**src/hdl/tlex_pkg.sv**
```systemverilog
// shared types, constants and transition function for the table-driven lexer
`timescale 1ns / 1ps

package tlex_pkg;

  typedef enum logic [11:0] {
    ST_INIT   = 12'h001,
    ST_INT    = 12'h002,
    ST_IDENT  = 12'h004,
    ST_CMP1   = 12'h008,
    ST_CMP2   = 12'h010,
    ST_BANG   = 12'h020,
    ST_NEQ    = 12'h040,
    ST_SEP    = 12'h080,
    ST_PLUS   = 12'h100,
    ST_MINUS  = 12'h200,
    ST_DBL    = 12'h400,
    ST_MULDIV = 12'h800
  } lex_state_e;

  typedef enum logic [3:0] {
    CL_DELIM  = 4'd0,
    CL_ZERO   = 4'd1,
    CL_DIGIT  = 4'd2,
    CL_ALPHA  = 4'd3,
    CL_SEP    = 4'd4,
    CL_PLUS   = 4'd5,
    CL_MINUS  = 4'd6,
    CL_MULDIV = 4'd7,
    CL_EQ     = 4'd8,
    CL_GTLT   = 4'd9,
    CL_BANG   = 4'd10,
    CL_BAD    = 4'd11
  } char_class_e;

  typedef enum logic [1:0] {
    ACT_GO  = 2'd0,
    ACT_FIN = 2'd1,
    ACT_ERR = 2'd2
  } step_act_e;

  typedef struct packed {
    step_act_e  act;
    lex_state_e nxt;
  } trans_t;

  typedef logic [7:0] char_t;

  // longest keyword; only this many leading characters are ever inspected
  localparam int unsigned KW_MAX_LEN = 6;

  typedef struct packed {
    lex_state_e                 state;
    char_t [KW_MAX_LEN-1:0]     chars;
    logic [2:0]                 short_len;  // 7 means longer than any keyword
  } tok_info_t;

  localparam logic [4:0] KIND_INT     = 5'd0;
  localparam logic [4:0] KIND_IDENT   = 5'd1;
  localparam logic [4:0] KIND_DEFINE  = 5'd2;
  localparam logic [4:0] KIND_WHILE   = 5'd3;
  localparam logic [4:0] KIND_FOR     = 5'd4;
  localparam logic [4:0] KIND_IF      = 5'd5;
  localparam logic [4:0] KIND_ELSE    = 5'd6;
  localparam logic [4:0] KIND_BREAK   = 5'd7;
  localparam logic [4:0] KIND_ADD     = 5'd8;
  localparam logic [4:0] KIND_SUB     = 5'd9;
  localparam logic [4:0] KIND_MUL     = 5'd10;
  localparam logic [4:0] KIND_DIV     = 5'd11;
  localparam logic [4:0] KIND_ASSIGN  = 5'd12;
  localparam logic [4:0] KIND_GT      = 5'd13;
  localparam logic [4:0] KIND_LT      = 5'd14;
  localparam logic [4:0] KIND_GE      = 5'd15;
  localparam logic [4:0] KIND_LE      = 5'd16;
  localparam logic [4:0] KIND_EQ      = 5'd17;
  localparam logic [4:0] KIND_NE      = 5'd18;
  localparam logic [4:0] KIND_INC     = 5'd19;
  localparam logic [4:0] KIND_DEC     = 5'd20;
  localparam logic [4:0] KIND_LPAREN  = 5'd21;
  localparam logic [4:0] KIND_RPAREN  = 5'd22;
  localparam logic [4:0] KIND_LBRACK  = 5'd23;
  localparam logic [4:0] KIND_RBRACK  = 5'd24;
  localparam logic [4:0] KIND_LBRACE  = 5'd25;
  localparam logic [4:0] KIND_RBRACE  = 5'd26;
  localparam logic [4:0] KIND_SEMI    = 5'd27;
  localparam logic [4:0] KIND_COMMA   = 5'd28;
  localparam logic [4:0] KIND_ERROR   = 5'd29;

  localparam logic [47:0] KW_DEFINE = "define";
  localparam logic [39:0] KW_WHILE  = "while";
  localparam logic [23:0] KW_FOR    = "for";
  localparam logic [15:0] KW_IF     = "if";
  localparam logic [31:0] KW_ELSE   = "else";
  localparam logic [39:0] KW_BREAK  = "break";

  function automatic trans_t next_of(lex_state_e st, char_class_e cls);
    trans_t t;
    t.act = ACT_FIN;
    t.nxt = ST_INIT;
    unique case (st)
      ST_INIT: begin
        t.act = ACT_GO;
        unique case (cls)
          CL_DELIM:           t.nxt = ST_INIT;
          CL_ZERO, CL_DIGIT:  t.nxt = ST_INT;
          CL_ALPHA:           t.nxt = ST_IDENT;
          CL_SEP:             t.nxt = ST_SEP;
          CL_PLUS:            t.nxt = ST_PLUS;
          CL_MINUS:           t.nxt = ST_MINUS;
          CL_MULDIV:          t.nxt = ST_MULDIV;
          CL_EQ, CL_GTLT:     t.nxt = ST_CMP1;
          CL_BANG:            t.nxt = ST_BANG;
          default:            t.act = ACT_ERR;
        endcase
      end
      ST_INT: begin
        if (cls == CL_ZERO || cls == CL_DIGIT) begin
          t.act = ACT_GO;
          t.nxt = ST_INT;
        end else if (cls == CL_ALPHA) begin
          t.act = ACT_ERR;
        end
      end
      ST_IDENT: begin
        if (cls == CL_ZERO || cls == CL_DIGIT || cls == CL_ALPHA) begin
          t.act = ACT_GO;
          t.nxt = ST_IDENT;
        end
      end
      ST_CMP1: begin
        if (cls == CL_EQ) begin
          t.act = ACT_GO;
          t.nxt = ST_CMP2;
        end
      end
      ST_BANG: begin
        if (cls == CL_EQ) begin
          t.act = ACT_GO;
          t.nxt = ST_NEQ;
        end else if (cls != CL_DELIM) begin
          t.act = ACT_ERR;
        end
      end
      ST_PLUS: begin
        if (cls == CL_PLUS) begin
          t.act = ACT_GO;
          t.nxt = ST_DBL;
        end
      end
      ST_MINUS: begin
        if (cls == CL_MINUS) begin
          t.act = ACT_GO;
          t.nxt = ST_DBL;
        end
      end
      default: ;
    endcase
    if (cls == CL_BAD) begin
      t.act = ACT_ERR;
      t.nxt = ST_INIT;
    end
    return t;
  endfunction

endpackage

```
**src/hdl/tlex_classify.sv**
```systemverilog
// character class decoder
`timescale 1ns / 1ps

module tlex_classify (
  input  logic [7:0]                char_i,
  output tlex_pkg::char_class_e     class_o
);

  always_comb begin
    priority if (char_i == 8'h20 || char_i == 8'h09 || char_i == 8'h0a) begin
      class_o = tlex_pkg::CL_DELIM;
    end else if (char_i == "0") begin
      class_o = tlex_pkg::CL_ZERO;
    end else if (char_i >= "1" && char_i <= "9") begin
      class_o = tlex_pkg::CL_DIGIT;
    end else if ((char_i >= "a" && char_i <= "z") || (char_i >= "A" && char_i <= "Z")) begin
      class_o = tlex_pkg::CL_ALPHA;
    end else if (char_i == ";" || char_i == "(" || char_i == ")" || char_i == "[" ||
                 char_i == "]" || char_i == "{" || char_i == "}" || char_i == ",") begin
      class_o = tlex_pkg::CL_SEP;
    end else if (char_i == "+") begin
      class_o = tlex_pkg::CL_PLUS;
    end else if (char_i == "-") begin
      class_o = tlex_pkg::CL_MINUS;
    end else if (char_i == "*" || char_i == "/") begin
      class_o = tlex_pkg::CL_MULDIV;
    end else if (char_i == "=") begin
      class_o = tlex_pkg::CL_EQ;
    end else if (char_i == ">" || char_i == "<") begin
      class_o = tlex_pkg::CL_GTLT;
    end else if (char_i == "!") begin
      class_o = tlex_pkg::CL_BANG;
    end else begin
      class_o = tlex_pkg::CL_BAD;
    end
  end

endmodule

```
**src/hdl/tlex_kind.sv**
```systemverilog
// token kind decoder with keyword match
`timescale 1ns / 1ps

module tlex_kind (
  input  tlex_pkg::tok_info_t info_i,
  output logic [4:0]          kind_o
);

  tlex_pkg::char_t first;
  logic [4:0]      ident_kind;

  assign first = info_i.chars[0];

  always_comb begin
    priority if (info_i.short_len == 3'd6 &&
                 {info_i.chars[0], info_i.chars[1], info_i.chars[2], info_i.chars[3],
                  info_i.chars[4], info_i.chars[5]} == tlex_pkg::KW_DEFINE) begin
      ident_kind = tlex_pkg::KIND_DEFINE;
    end else if (info_i.short_len == 3'd5 &&
                 {info_i.chars[0], info_i.chars[1], info_i.chars[2], info_i.chars[3],
                  info_i.chars[4]} == tlex_pkg::KW_WHILE) begin
      ident_kind = tlex_pkg::KIND_WHILE;
    end else if (info_i.short_len == 3'd3 &&
                 {info_i.chars[0], info_i.chars[1], info_i.chars[2]} == tlex_pkg::KW_FOR) begin
      ident_kind = tlex_pkg::KIND_FOR;
    end else if (info_i.short_len == 3'd2 &&
                 {info_i.chars[0], info_i.chars[1]} == tlex_pkg::KW_IF) begin
      ident_kind = tlex_pkg::KIND_IF;
    end else if (info_i.short_len == 3'd4 &&
                 {info_i.chars[0], info_i.chars[1], info_i.chars[2],
                  info_i.chars[3]} == tlex_pkg::KW_ELSE) begin
      ident_kind = tlex_pkg::KIND_ELSE;
    end else if (info_i.short_len == 3'd5 &&
                 {info_i.chars[0], info_i.chars[1], info_i.chars[2], info_i.chars[3],
                  info_i.chars[4]} == tlex_pkg::KW_BREAK) begin
      ident_kind = tlex_pkg::KIND_BREAK;
    end else begin
      ident_kind = tlex_pkg::KIND_IDENT;
    end
  end

  always_comb begin
    kind_o = tlex_pkg::KIND_ERROR;
    unique case (info_i.state)
      tlex_pkg::ST_INT:    kind_o = tlex_pkg::KIND_INT;
      tlex_pkg::ST_IDENT:  kind_o = ident_kind;
      tlex_pkg::ST_PLUS:   kind_o = tlex_pkg::KIND_ADD;
      tlex_pkg::ST_MINUS:  kind_o = tlex_pkg::KIND_SUB;
      tlex_pkg::ST_MULDIV: kind_o = (first == "*") ? tlex_pkg::KIND_MUL : tlex_pkg::KIND_DIV;
      tlex_pkg::ST_CMP1: begin
        priority if (first == "=") kind_o = tlex_pkg::KIND_ASSIGN;
        else if (first == ">")     kind_o = tlex_pkg::KIND_GT;
        else                       kind_o = tlex_pkg::KIND_LT;
      end
      tlex_pkg::ST_CMP2: begin
        priority if (first == ">") kind_o = tlex_pkg::KIND_GE;
        else if (first == "<")     kind_o = tlex_pkg::KIND_LE;
        else                       kind_o = tlex_pkg::KIND_EQ;
      end
      tlex_pkg::ST_NEQ:    kind_o = tlex_pkg::KIND_NE;
      tlex_pkg::ST_DBL:    kind_o = (first == "+") ? tlex_pkg::KIND_INC : tlex_pkg::KIND_DEC;
      tlex_pkg::ST_SEP: begin
        priority if (first == "(") kind_o = tlex_pkg::KIND_LPAREN;
        else if (first == ")")     kind_o = tlex_pkg::KIND_RPAREN;
        else if (first == "[")     kind_o = tlex_pkg::KIND_LBRACK;
        else if (first == "]")     kind_o = tlex_pkg::KIND_RBRACK;
        else if (first == "{")     kind_o = tlex_pkg::KIND_LBRACE;
        else if (first == "}")     kind_o = tlex_pkg::KIND_RBRACE;
        else if (first == ";")     kind_o = tlex_pkg::KIND_SEMI;
        else                       kind_o = tlex_pkg::KIND_COMMA;
      end
      default: kind_o = tlex_pkg::KIND_ERROR;
    endcase
  end

endmodule

```
**src/hdl/token_lexer_dfa_core.sv**
```systemverilog
// Table-driven lexer core: one character per transaction, one token result per finished token.
//
// Input channel: char_code_i and end_of_input_i with in_valid_i / in_stall_o. A
// transaction with end_of_input_i set acts as a delimiter and flushes a pending token.
// Output channel: token_kind_o and token_length_o with out_valid_o / out_stall_i. A
// character produces zero or one result.
// Datapath: a character enters an input register, is classified, stepped through the
// transition function and keyword decode combinationally, and its result is written
// to the output register that drives out_valid_o.
// Throughput: one character per cycle unless the output stalls; the only loop is the
// lexer state, length and leading-character registers, updated in the same cycle the character is processed.
// A stalled output holds its result; the input register then fills and in_stall_o
// rises in the same cycle, with no bubble once out_stall_i drops.
// Reset: lexer returns to the initial state with an empty token, both registers empty.
// Tokens longer than MAX_TOKEN_CHARS give an error result and restart the lexer.
`timescale 1ns / 1ps

module token_lexer_dfa_core #(
  parameter int unsigned MAX_TOKEN_CHARS = 32
) (
  input  logic       clk_i,
  input  logic       rst_ni,
  input  logic       in_valid_i,
  output logic       in_stall_o,
  input  logic [7:0] char_code_i,
  input  logic       end_of_input_i,
  output logic       out_valid_o,
  input  logic       out_stall_i,
  output logic [4:0] token_kind_o,
  output logic [5:0] token_length_o
);

  localparam int unsigned LenRawW = $clog2(MAX_TOKEN_CHARS + 1);
  localparam int unsigned LenW    = (LenRawW < 6) ? 6 : LenRawW;
  localparam logic [5:0]  OvfLen  = (MAX_TOKEN_CHARS > 63) ? 6'd63 : 6'(MAX_TOKEN_CHARS);

  logic                    in_valid_q;
  logic [7:0]              char_q;
  logic                    eoi_q;
  logic                    out_valid_q, out_valid_d;
  logic [4:0]              kind_q, kind_d;
  logic [5:0]              length_q, length_d;

  tlex_pkg::lex_state_e    state_q, state_d;
  logic [LenW-1:0]         len_q, len_d;
  tlex_pkg::char_t [tlex_pkg::KW_MAX_LEN-1:0] chars_q, chars_d;

  logic                    adv;
  logic                    emit;
  tlex_pkg::char_class_e   cls_raw, cls;
  tlex_pkg::trans_t        tr, tr0;
  tlex_pkg::tok_info_t     info;
  logic [4:0]              tok_kind;
  logic [LenW-1:0]         len_inc;
  logic [5:0]              len_sat, inc_sat;

  assign adv        = !out_valid_q || !out_stall_i;
  assign in_stall_o = in_valid_q && !adv;

  tlex_classify u_classify (
    .char_i  (char_q),
    .class_o (cls_raw)
  );

  assign cls = eoi_q ? tlex_pkg::CL_DELIM : cls_raw;
  assign tr  = tlex_pkg::next_of(state_q, cls);
  assign tr0 = tlex_pkg::next_of(tlex_pkg::ST_INIT, cls);

  assign info.state     = state_q;
  assign info.chars     = chars_q;
  assign info.short_len = (len_q > LenW'(tlex_pkg::KW_MAX_LEN)) ? 3'd7 : len_q[2:0];

  tlex_kind u_kind (
    .info_i (info),
    .kind_o (tok_kind)
  );

  assign len_inc = len_q + LenW'(1);
  assign len_sat = (len_q > LenW'(63)) ? 6'd63 : len_q[5:0];
  assign inc_sat = (len_q == LenW'(MAX_TOKEN_CHARS)) ? OvfLen :
                   (len_inc > LenW'(63)) ? 6'd63 : len_inc[5:0];

  always_comb begin
    state_d  = state_q;
    len_d    = len_q;
    chars_d  = chars_q;
    emit     = 1'b0;
    kind_d   = kind_q;
    length_d = length_q;
    if (in_valid_q && adv) begin
      unique case (tr.act)
        tlex_pkg::ACT_FIN: begin
          emit     = 1'b1;
          kind_d   = tok_kind;
          length_d = len_sat;
          if (cls != tlex_pkg::CL_DELIM && tr0.act == tlex_pkg::ACT_GO) begin
            chars_d[0] = char_q;
            len_d      = LenW'(1);
            state_d    = tr0.nxt;
          end else begin
            len_d   = '0;
            state_d = tlex_pkg::ST_INIT;
          end
        end
        tlex_pkg::ACT_ERR: begin
          emit     = 1'b1;
          kind_d   = tlex_pkg::KIND_ERROR;
          length_d = inc_sat;
          len_d    = '0;
          state_d  = tlex_pkg::ST_INIT;
        end
        tlex_pkg::ACT_GO: begin
          state_d = tr.nxt;
          if (cls != tlex_pkg::CL_DELIM) begin
            if (len_q >= LenW'(MAX_TOKEN_CHARS)) begin
              emit     = 1'b1;
              kind_d   = tlex_pkg::KIND_ERROR;
              length_d = OvfLen;
              len_d    = '0;
              state_d  = tlex_pkg::ST_INIT;
            end else begin
              if (len_q < LenW'(tlex_pkg::KW_MAX_LEN)) begin
                chars_d[len_q[2:0]] = char_q;
              end
              len_d = len_inc;
            end
          end
        end
        default: ;
      endcase
    end
    out_valid_d = adv ? emit : out_valid_q;
  end

  always_ff @(posedge clk_i or negedge rst_ni) begin
    if (!rst_ni) begin
      in_valid_q  <= 1'b0;
      out_valid_q <= 1'b0;
      state_q     <= tlex_pkg::ST_INIT;
      len_q       <= '0;
    end else begin
      if (!in_stall_o) begin
        in_valid_q <= in_valid_i;
      end
      out_valid_q <= out_valid_d;
      state_q     <= state_d;
      len_q       <= len_d;
    end
  end

  always_ff @(posedge clk_i) begin
    if (!in_stall_o) begin
      char_q <= char_code_i;
      eoi_q  <= end_of_input_i;
    end
    chars_q  <= chars_d;
    kind_q   <= kind_d;
    length_q <= length_d;
  end

  assign out_valid_o    = out_valid_q;
  assign token_kind_o   = kind_q;
  assign token_length_o = length_q;

endmodule

```
**config.mk**
```make
export PLATFORM = sky130hd
export DESIGN_NAME = token_lexer_dfa_core
export DESIGN_NICKNAME = d
export VERILOG_FILES = /design/src/hdl/tlex_pkg.sv /design/src/hdl/tlex_classify.sv /design/src/hdl/tlex_kind.sv /design/src/hdl/token_lexer_dfa_core.sv
export SDC_FILE = /design/constraint.sdc
export NUM_CORES = 1
export LEC_CHECK = 0
export BUFFER_PORTS_ARGS = -buffer_cell sky130_fd_sc_hd__buf_2
export CELL_PAD_IN_SITES_DETAIL_PLACEMENT = 1
export CELL_PAD_IN_SITES_GLOBAL_PLACEMENT = 1
export CORE_AREA = 2 2 114 116
export CTS_CLUSTER_DIAMETER = 100
export DETAILED_ROUTE_END_ITERATION = 8
export DIE_AREA = 0 0 116 118
export PLACE_DENSITY_LB_ADDON = 0.1
export SLEW_MARGIN = 0
export SYNTH_ARGS = -nofsm -noshare
export SYNTH_HDL_FRONTEND = slang
export SYNTH_HIERARCHICAL = 1
export SYNTH_SLANG_ARGS = --single-unit
```
**constraint.sdc**
```tcl
create_clock -name clk_i -period 4.65 [get_ports clk_i]
set_input_delay 0 -clock clk_i [delete_from_list [all_inputs] [get_ports clk_i]]
set_output_delay 0 -clock clk_i [all_outputs]
set_load 0.05 [all_outputs]
```
Yosys cells after proc, flatten, opt, wreduce, memory -nomap -nowiden
Cells that the tools add are included.
{ "totals": {"out_inout_bits": 13, "ff_bits": 88} }
{ "op_classes": {"reduce_logical": 46, "n_lt_le_gt_ge": 13, "muxes": 77, "n_addsub": 1, "bitwise_logic": 1, "n_eq_ne": 74} }
{ "op_table": {"columns": ["op", "count"], "rows": [
  ["8-bit by 6-bit equality test with 1-bit output, second input constant", 22],
  ["14-bit one-hot mux with 7 select lines", 1],
  ["12-bit one-hot mux with 8 select lines", 1],
  ["40-bit by 39-bit equality test with 1-bit output, second input constant", 2],
  ["5-bit two-way mux", 15],
  ["8-bit by 7-bit equality test with 1-bit output, second input constant", 8],
  ["13-bit two-way mux", 4],
  ["5-bit one-hot mux with 10 select lines", 1],
  ["48-bit bitwise mux", 1],
  ["48-bit by 47-bit equality test with 1-bit output, second input constant", 1],
  ["4-bit two-way mux", 11],
  ["6-bit two-way mux", 7],
  ["8-bit two-way mux", 5],
  ["12-bit two-way mux", 3],
  ["12-bit one-hot mux with 3 select lines", 1],
  ["6-bit one-hot mux with 3 select lines", 2],
  ["32-bit by 31-bit equality test with 1-bit output, second input constant", 1],
  ["14-bit two-way mux", 2],
  ["8-bit demux with 3-bit select", 1],
  ["24-bit by 23-bit equality test with 1-bit output, second input constant", 1],
  ["16-bit by 15-bit equality test with 1-bit output, second input constant", 1],
  ["4-bit by 3-bit equality test with 1-bit output, second input constant", 4],
  ["4-bit equality test, second input constant", 4],
  ["8-bit by 4-bit equality test with 1-bit output, second input constant", 2],
  ["other kinds (54)", 111]
]} }

Depth between registers and ports, before layout
{ "depth": {"depth_word": 24, "depth_mapped": 20, "mapped_depth_nobuf": 17} }

Hierarchy
The synthesis kept the hierarchy.
{ "by_module_without_submodules": {"columns": ["module", "seq_area_each_um2", "area_each_um2", "instances", "cells_per_inst"], "rows": [
  ["token_lexer_dfa_core", 2543.7, 3938.8, 1, 321],
  ["tlex_kind", 0.0, 977.2, 1, 142],
  ["tlex_classify", 0.0, 322.8, 1, 43]
]} }

Worst setup path before layout
No wires, ideal clock.
{ "synth_timing": {"kind": "register -> register", "start": "register char_q[2]", "end": "register kind_q[0], in the netlist token_kind_o[0] (enable)", "setup_ps": 378, "period_less_slack_ps": 4487, "path_buffers": 4, "t_arrival_ps": 4108, "path_stages_with_launch": 17, "path_slack_ps": 163, "cell_sequence": "edfxtp_1 > clkbuf_4 > or4_1 > a21oi_4 > nor4_2 > buf_2 > or3b_1 > o21bai_1 > a211oi_2 > a2111oi_4 > nor2_2 > buf_2 > ha_1 > nor2_1 > o21ai_0 > clkbuf_1 > nor2_1"} }
{ "synth_between": {"elab_chain_cells": 23, "word_cells_on_any_way": 87, "classes_between": "order compare (6); eq/ne (35); mux (23); reduce/logical (23)"} }
{ "synth_rtl": {"columns": ["element", "line", "rtl"], "rows": [
  ["from (decl)", "token_lexer_dfa_core.sv:38", "logic [7:0] char_q;"],
  ["from (signal assigned)", "token_lexer_dfa_core.sv:153", "char_q <= char_code_i;"],
  ["8-bit by 6-bit equality test with 1-bit output", "tlex_classify.sv:18", "end else if (char_i == \";\" || char_i == \"(\" || char_i == \")\" || char_i == \"[\" ||"],
  ["1-bit logical OR (4 in a row)", "tlex_classify.sv:18", null],
  ["1-bit logical OR (3 in a row)", "tlex_classify.sv:19", "char_i == \"]\" || char_i == \"{\" || char_i == \"}\" || char_i == \",\") begin"],
  ["4-bit two-way mux", "tlex_classify.sv:18", null],
  ["4-bit two-way mux", "tlex_classify.sv:16", "end else if ((char_i >= \"a\" && char_i <= \"z\") || (char_i >= \"A\" && char_i <= \"Z\")) begin"],
  ["4-bit two-way mux", "tlex_classify.sv:14", "end else if (char_i >= \"1\" && char_i <= \"9\") begin"],
  ["4-bit two-way mux", "tlex_classify.sv:12", "end else if (char_i == \"0\") begin"],
  ["4-bit two-way mux (*)", "tlex_classify.sv:10", "priority if (char_i == 8'h20 || char_i == 8'h09 || char_i == 8'h0a) begin"],
  ["named net cls_raw[3]", "token_lexer_dfa_core.sv:50", "tlex_pkg::char_class_e cls_raw, cls;"],
  ["4-bit two-way mux (*)", "token_lexer_dfa_core.sv:65", "assign cls = eoi_q ? tlex_pkg::CL_DELIM : cls_raw;"],
  ["parallel branches: the longest is 8 deep, another holds 14-bit one-hot mux with 7 select lines", null, null],
  ["4-bit AND reduction (no line) (*)", null, null],
  ["to (signal assigned)", "token_lexer_dfa_core.sv:157", "kind_q <= kind_d;"],
  ["to (decl)", "token_lexer_dfa_core.sv:41", "logic [4:0] kind_q, kind_d;"]
]} }
Mark *: on every way through the listed nets, which the timed path passes.
A chain may end at the register's enable or synchronous reset.

Worst setup path in the final report
{ "layout_timing": {"start": "register char_q[1]", "end": "register chars_q[14] (netlist bit) (enable)"} }
{ "layout_between": {"elab_chain_cells": 22, "word_cells_on_any_way": 82, "classes_between": "order compare (6); eq/ne (31); mux (23); reduce/logical (22)"} }
{ "layout_rtl": {"columns": ["element", "line", "rtl"], "rows": [
  ["8-bit by 6-bit equality test with 1-bit output", "tlex_classify.sv:18", null],
  ["1-bit logical OR (4 in a row)", "tlex_classify.sv:18", null],
  ["1-bit logical OR (3 in a row)", "tlex_classify.sv:19", null],
  ["4-bit two-way mux", "tlex_classify.sv:18", null],
  ["4-bit two-way mux", "tlex_classify.sv:16", null],
  ["4-bit two-way mux", "tlex_classify.sv:14", null],
  ["4-bit two-way mux", "tlex_classify.sv:12", null],
  ["4-bit two-way mux (*)", "tlex_classify.sv:10", null],
  ["named net cls_raw[2]", "token_lexer_dfa_core.sv:50", null],
  ["4-bit two-way mux (*)", "token_lexer_dfa_core.sv:65", null],
  ["parallel branches: the longest is 7 deep, another holds 14-bit one-hot mux with 7 select lines", null, null],
  ["5-bit AND reduction (no line) (*)", null, null],
  ["to (signal assigned)", "token_lexer_dfa_core.sv:156", "chars_q <= chars_d;"],
  ["to (decl)", "token_lexer_dfa_core.sv:46", "tlex_pkg::char_t [tlex_pkg::KW_MAX_LEN-1:0] chars_q, chars_d;"]
]} }
Marked as above.

==> flow_summary.yaml <==
critical_path:
  cp_common_cell: "buf_4"
  cp_num_buf_inv: 5
  cpPeakStageDelay_ns: 0.51
  cp.required_ns: 4.70
  path_cells: "buf_4 -> or2_1 -> nand3_2 -> o21ai_2 -> nor4_2 -> buf_4 -> or3b_1 -> nor3_4 -> nor2_1 -> a2111oi_4 -> nor2_4 -> clkinv_2 -> ha_1 -> buf_4 -> nand2_1 -> nor2_1 -> o2111ai_1 -> nor3_1 -> buf_4"
  arrival_ns: 4.49
  start_kind: "register"
  critPathSlowestCell: "edfxtp_1"
  path_delay_family: "simple AND/OR/NAND/NOR gates"
  critical_path_peak_fanout: 12
  path_class: "reg -> reg"
  critPathCaptureType: "register"
logic_synthesis:
  ys_seq_area_share_pct: 48.56
  synthArstFlopShare_pct: 22.73
  syn_nets: 526
  ys_warn_count: 6
  ys_top_cells_by_count: "edfxtp_1 (68), nor2_1 (45), nand2_1 (38)"
  synth_area_leaders: "edfxtp_1 (39%), dfrtp_1 (9.1%), nor2_1 (3.2%)"
  synthCells: 506
  synth_seq_cells: 88
  synthesis.area_um2: 5239
  synth_top_area_cell: "edfxtp_1"
  synthFlopType: "edfxtp_1"
  syn_avg_cell_area_um2: 10.35
  synth-edff-count: 68
  synth_most_common_cell: "edfxtp_1"
  synth_top_area_share_pct: 38.98
  synth.distinct_cells: 87
sta:
  whs_ns: 0.1487
  setup_tns_ns: 0
  clock_skew_ns: 0.007930
  period_needed_ns: 4.438
  slew_headroom_pct: 39.15
  setup_viol: 0
  fin_crit_sh_pct: 95.45
  hold_viol: 0
  fmaxAchievable_mhz: 225.3
  fin_ws_ns: 0.2116
  slew_violations: 0
  worst-slew-pin-transition_ns: 0.9009
route:
  wire_per_inst_um: 20.45
  drt_iter0_drc: 295
  wl_met1_um: 7040
  vias: 4407
  ant_nets: 0
  via_per_inst: 5.884
  first_pass_iters: 5
  wl_um: 15320
  dr_wl_met2_um: 7297
  drc_errors: 0
  top_layer: "met4"
  dr_wl_met3_um: 631
finish:
  antennaDiodeCount: 0
  finish.utilization_pct: 49.88
  areaGrowthSynthToFinish_pct: 18.20
  nFillCells: 1391
  nets: 592
  drive_gt1_share_pct: 20.62
  ff_latch_area_um2: 2544
  multi_input_area_um2: 2534
  design_area_um2: 6192
global_routing:
  grt_start_max_net_pins: 22
  grt_pass1_wl_um: 23770
  grt_pass1_vias: 4364
  antenna_found_initial: 0
  grt_overflow: 0
  track_usage_pct: 22.62
die:
  fp-row-count: 41
  die_area_um2: 13690
  die_h_um: 118
  fp.dieW_um: 116
  start_util_pct: 42.20
  core_um2: 12410
  io_pins: 26
placement:
  hpwl_um: 10990
  place_congestion: 0.8739
  dpl-instance-area_um2: 5595
  place_ws_ns: 0.09375
  io_buffers: 25
cts:
  cts_root_buf: "clkbuf_16"
  cts.path.max_buffers: 2
  cts_tree: "yes"
  numCtsBuffers: 9
  htree_levels: 3
  clkLatencyLatePin_ns: 0.34
  path_clk_slew_ns: 0.07
  numClockSinks: 88
worst_hold_path:
  hp-class: "in -> async"
power:
  ir_drop_mv: 0.3797
  power_density_nw_per_um2: 490.3
  clkPwrFrac_pct: 22.3
  p_int_mw: 1.800
  p_switching_mw: 1.237
  p_leak_nw: 2.198
  seqPwrFrac_pct: 37.5
  p_comb_share_pct: 40.2
  p_sw_share_pct: 40.73
run:
  drv_cap: 0
status:
  status: "finished, final reports clean"
state kept, by name (all words and copies together), names as in the netlist:
| name | cells |
|---|---|
| char_q | 8 |
| chars_q | 48 |
| eoi_q | 1 |
| in_valid_q | 1 |
| len_q | 6 |
| out_valid_o | 1 |
| state_q | 12 |
| token_kind_o | 5 |
| token_length_o | 6 |
final timing paths:
path,from,end,slack (ns),depth (start not counted)
max in group asynchronous,rst_ni,state_q[0]$_DFFE_PN1P_,4.14,2
worst min register to register,out_valid_o$_DFFE_PN0N_,out_valid_o$_DFFE_PN0N_,0.56,2
min in group clk_i,char_code_i[7],char_q[7]$_DFFE_PN_,0.36,2
worst min-delay path,rst_ni,in_valid_q$_DFFE_PN0N_,0.15,2
worst max register to register,char_q[1]$_DFFE_PN_,chars_q[14]$_DFFE_PP_,0.21,19
worst max-delay path,char_q[1]$_DFFE_PN_,chars_q[14]$_DFFE_PP_,0.21,19
power by group through the flow:
| stage | clock [mW] | combinational [mW] | sequential, mW |
|---|---|---|---|
| 6_report | 0.678 | 1.22 | 1.14 |
| 3_5_place_dp | 0 | 1.12 | 1.17 |
| 3_3_place_gp | 0 | 1.10 | 1.17 |
| 5_1_grt | 0.721 | 1.33 | 1.15 |
| 2_1_floorplan | 0 | 0.727 | 1.21 |
| 4_1_cts | 0.692 | 1.13 | 1.16 |
area by class of cell:
class | count | share of cell area [%]
Inverter | 15 | 0.9295
Tap cell | 172 | 3.475
Clock inverter | 7 | 0.9093
Clock buffer | 9 | 3.637
Multi-Input combinational cell | 379 | 40.92
Sequential cell | 88 | 41.08
Timing Repair Buffer | 79 | 9.052
per-stage QoR:
step                      power, mW  cells
after global placement        2.262    698
after floorplan               1.937    506
after global routing          3.208    749
after detailed placement      2.289    698
final                         3.036    749
after CTS                     2.979    726
routing by layer:
metal  vias up  GRT usage (%)
met3        30          3.759
met4         0          6.994
li1       2083              -
met1      2184          32.27
met5         -              0
met2       110          35.20
worst register-to-register path: cells and delay by family, from the launching register on:
family / cells / cell delay (ns)
AOI/OAI and AO/OA: 3 / 0.57
adders and majority gates: 1 / 0.18
buffers and inverters: 5 / 0.94
DFF: 1 / 0.51
and+or+nand+nor: 10 / 1.93
repair_timing:
action,in CTS,in global routing
setup buffers,0,23
endpoints found under the hold margin,31,0
setup endpoints to repair,0,76
hold buffers,12,0
resized for setup,0,4
kinds of logic after synthesis:
group	Yosys count	synth area share [%]
AO/OA/AOI/OAI	104	14.74
XOR/XNOR	5	0.8361
adder cells (fa/ha/maj)	7	1.672
buffers and inverters	39	3.511
flip-flops	88	48.56
multiplexers	2	0.4060
AND/OR/NAND/NOR	261	30.28
cells in the final DEF, fill, tap and decap left out, types with 7 or more instances in the layout:
cell type / synthesis / layout
edfxtp_1: 68 / 68
nor2_1: 45 / 45
buf_4: 0 / 42
nand2_1: 38 / 38
buf_2: 7 / 25
dfrtp_1: 19 / 19
nor3_1: 18 / 18
nand2b_1: 18 / 18
o21ai_0: 18 / 18
a21oi_1: 16 / 16
nand3_1: 15 / 15
inv_1: 14 / 14
nand4_1: 14 / 14
nor2b_1: 12 / 12
dlygate4sd3_1: 0 / 12
and2_1: 11 / 11
nor4b_1: 10 / 9
o31ai_1: 9 / 9
or3_1: 9 / 9
clkbuf_16: 0 / 9
nor3b_1: 9 / 8
nor4_1: 7 / 7
o21ai_1: 7 / 7
ha_1: 7 / 7
(Power assumes the default switching activity.)
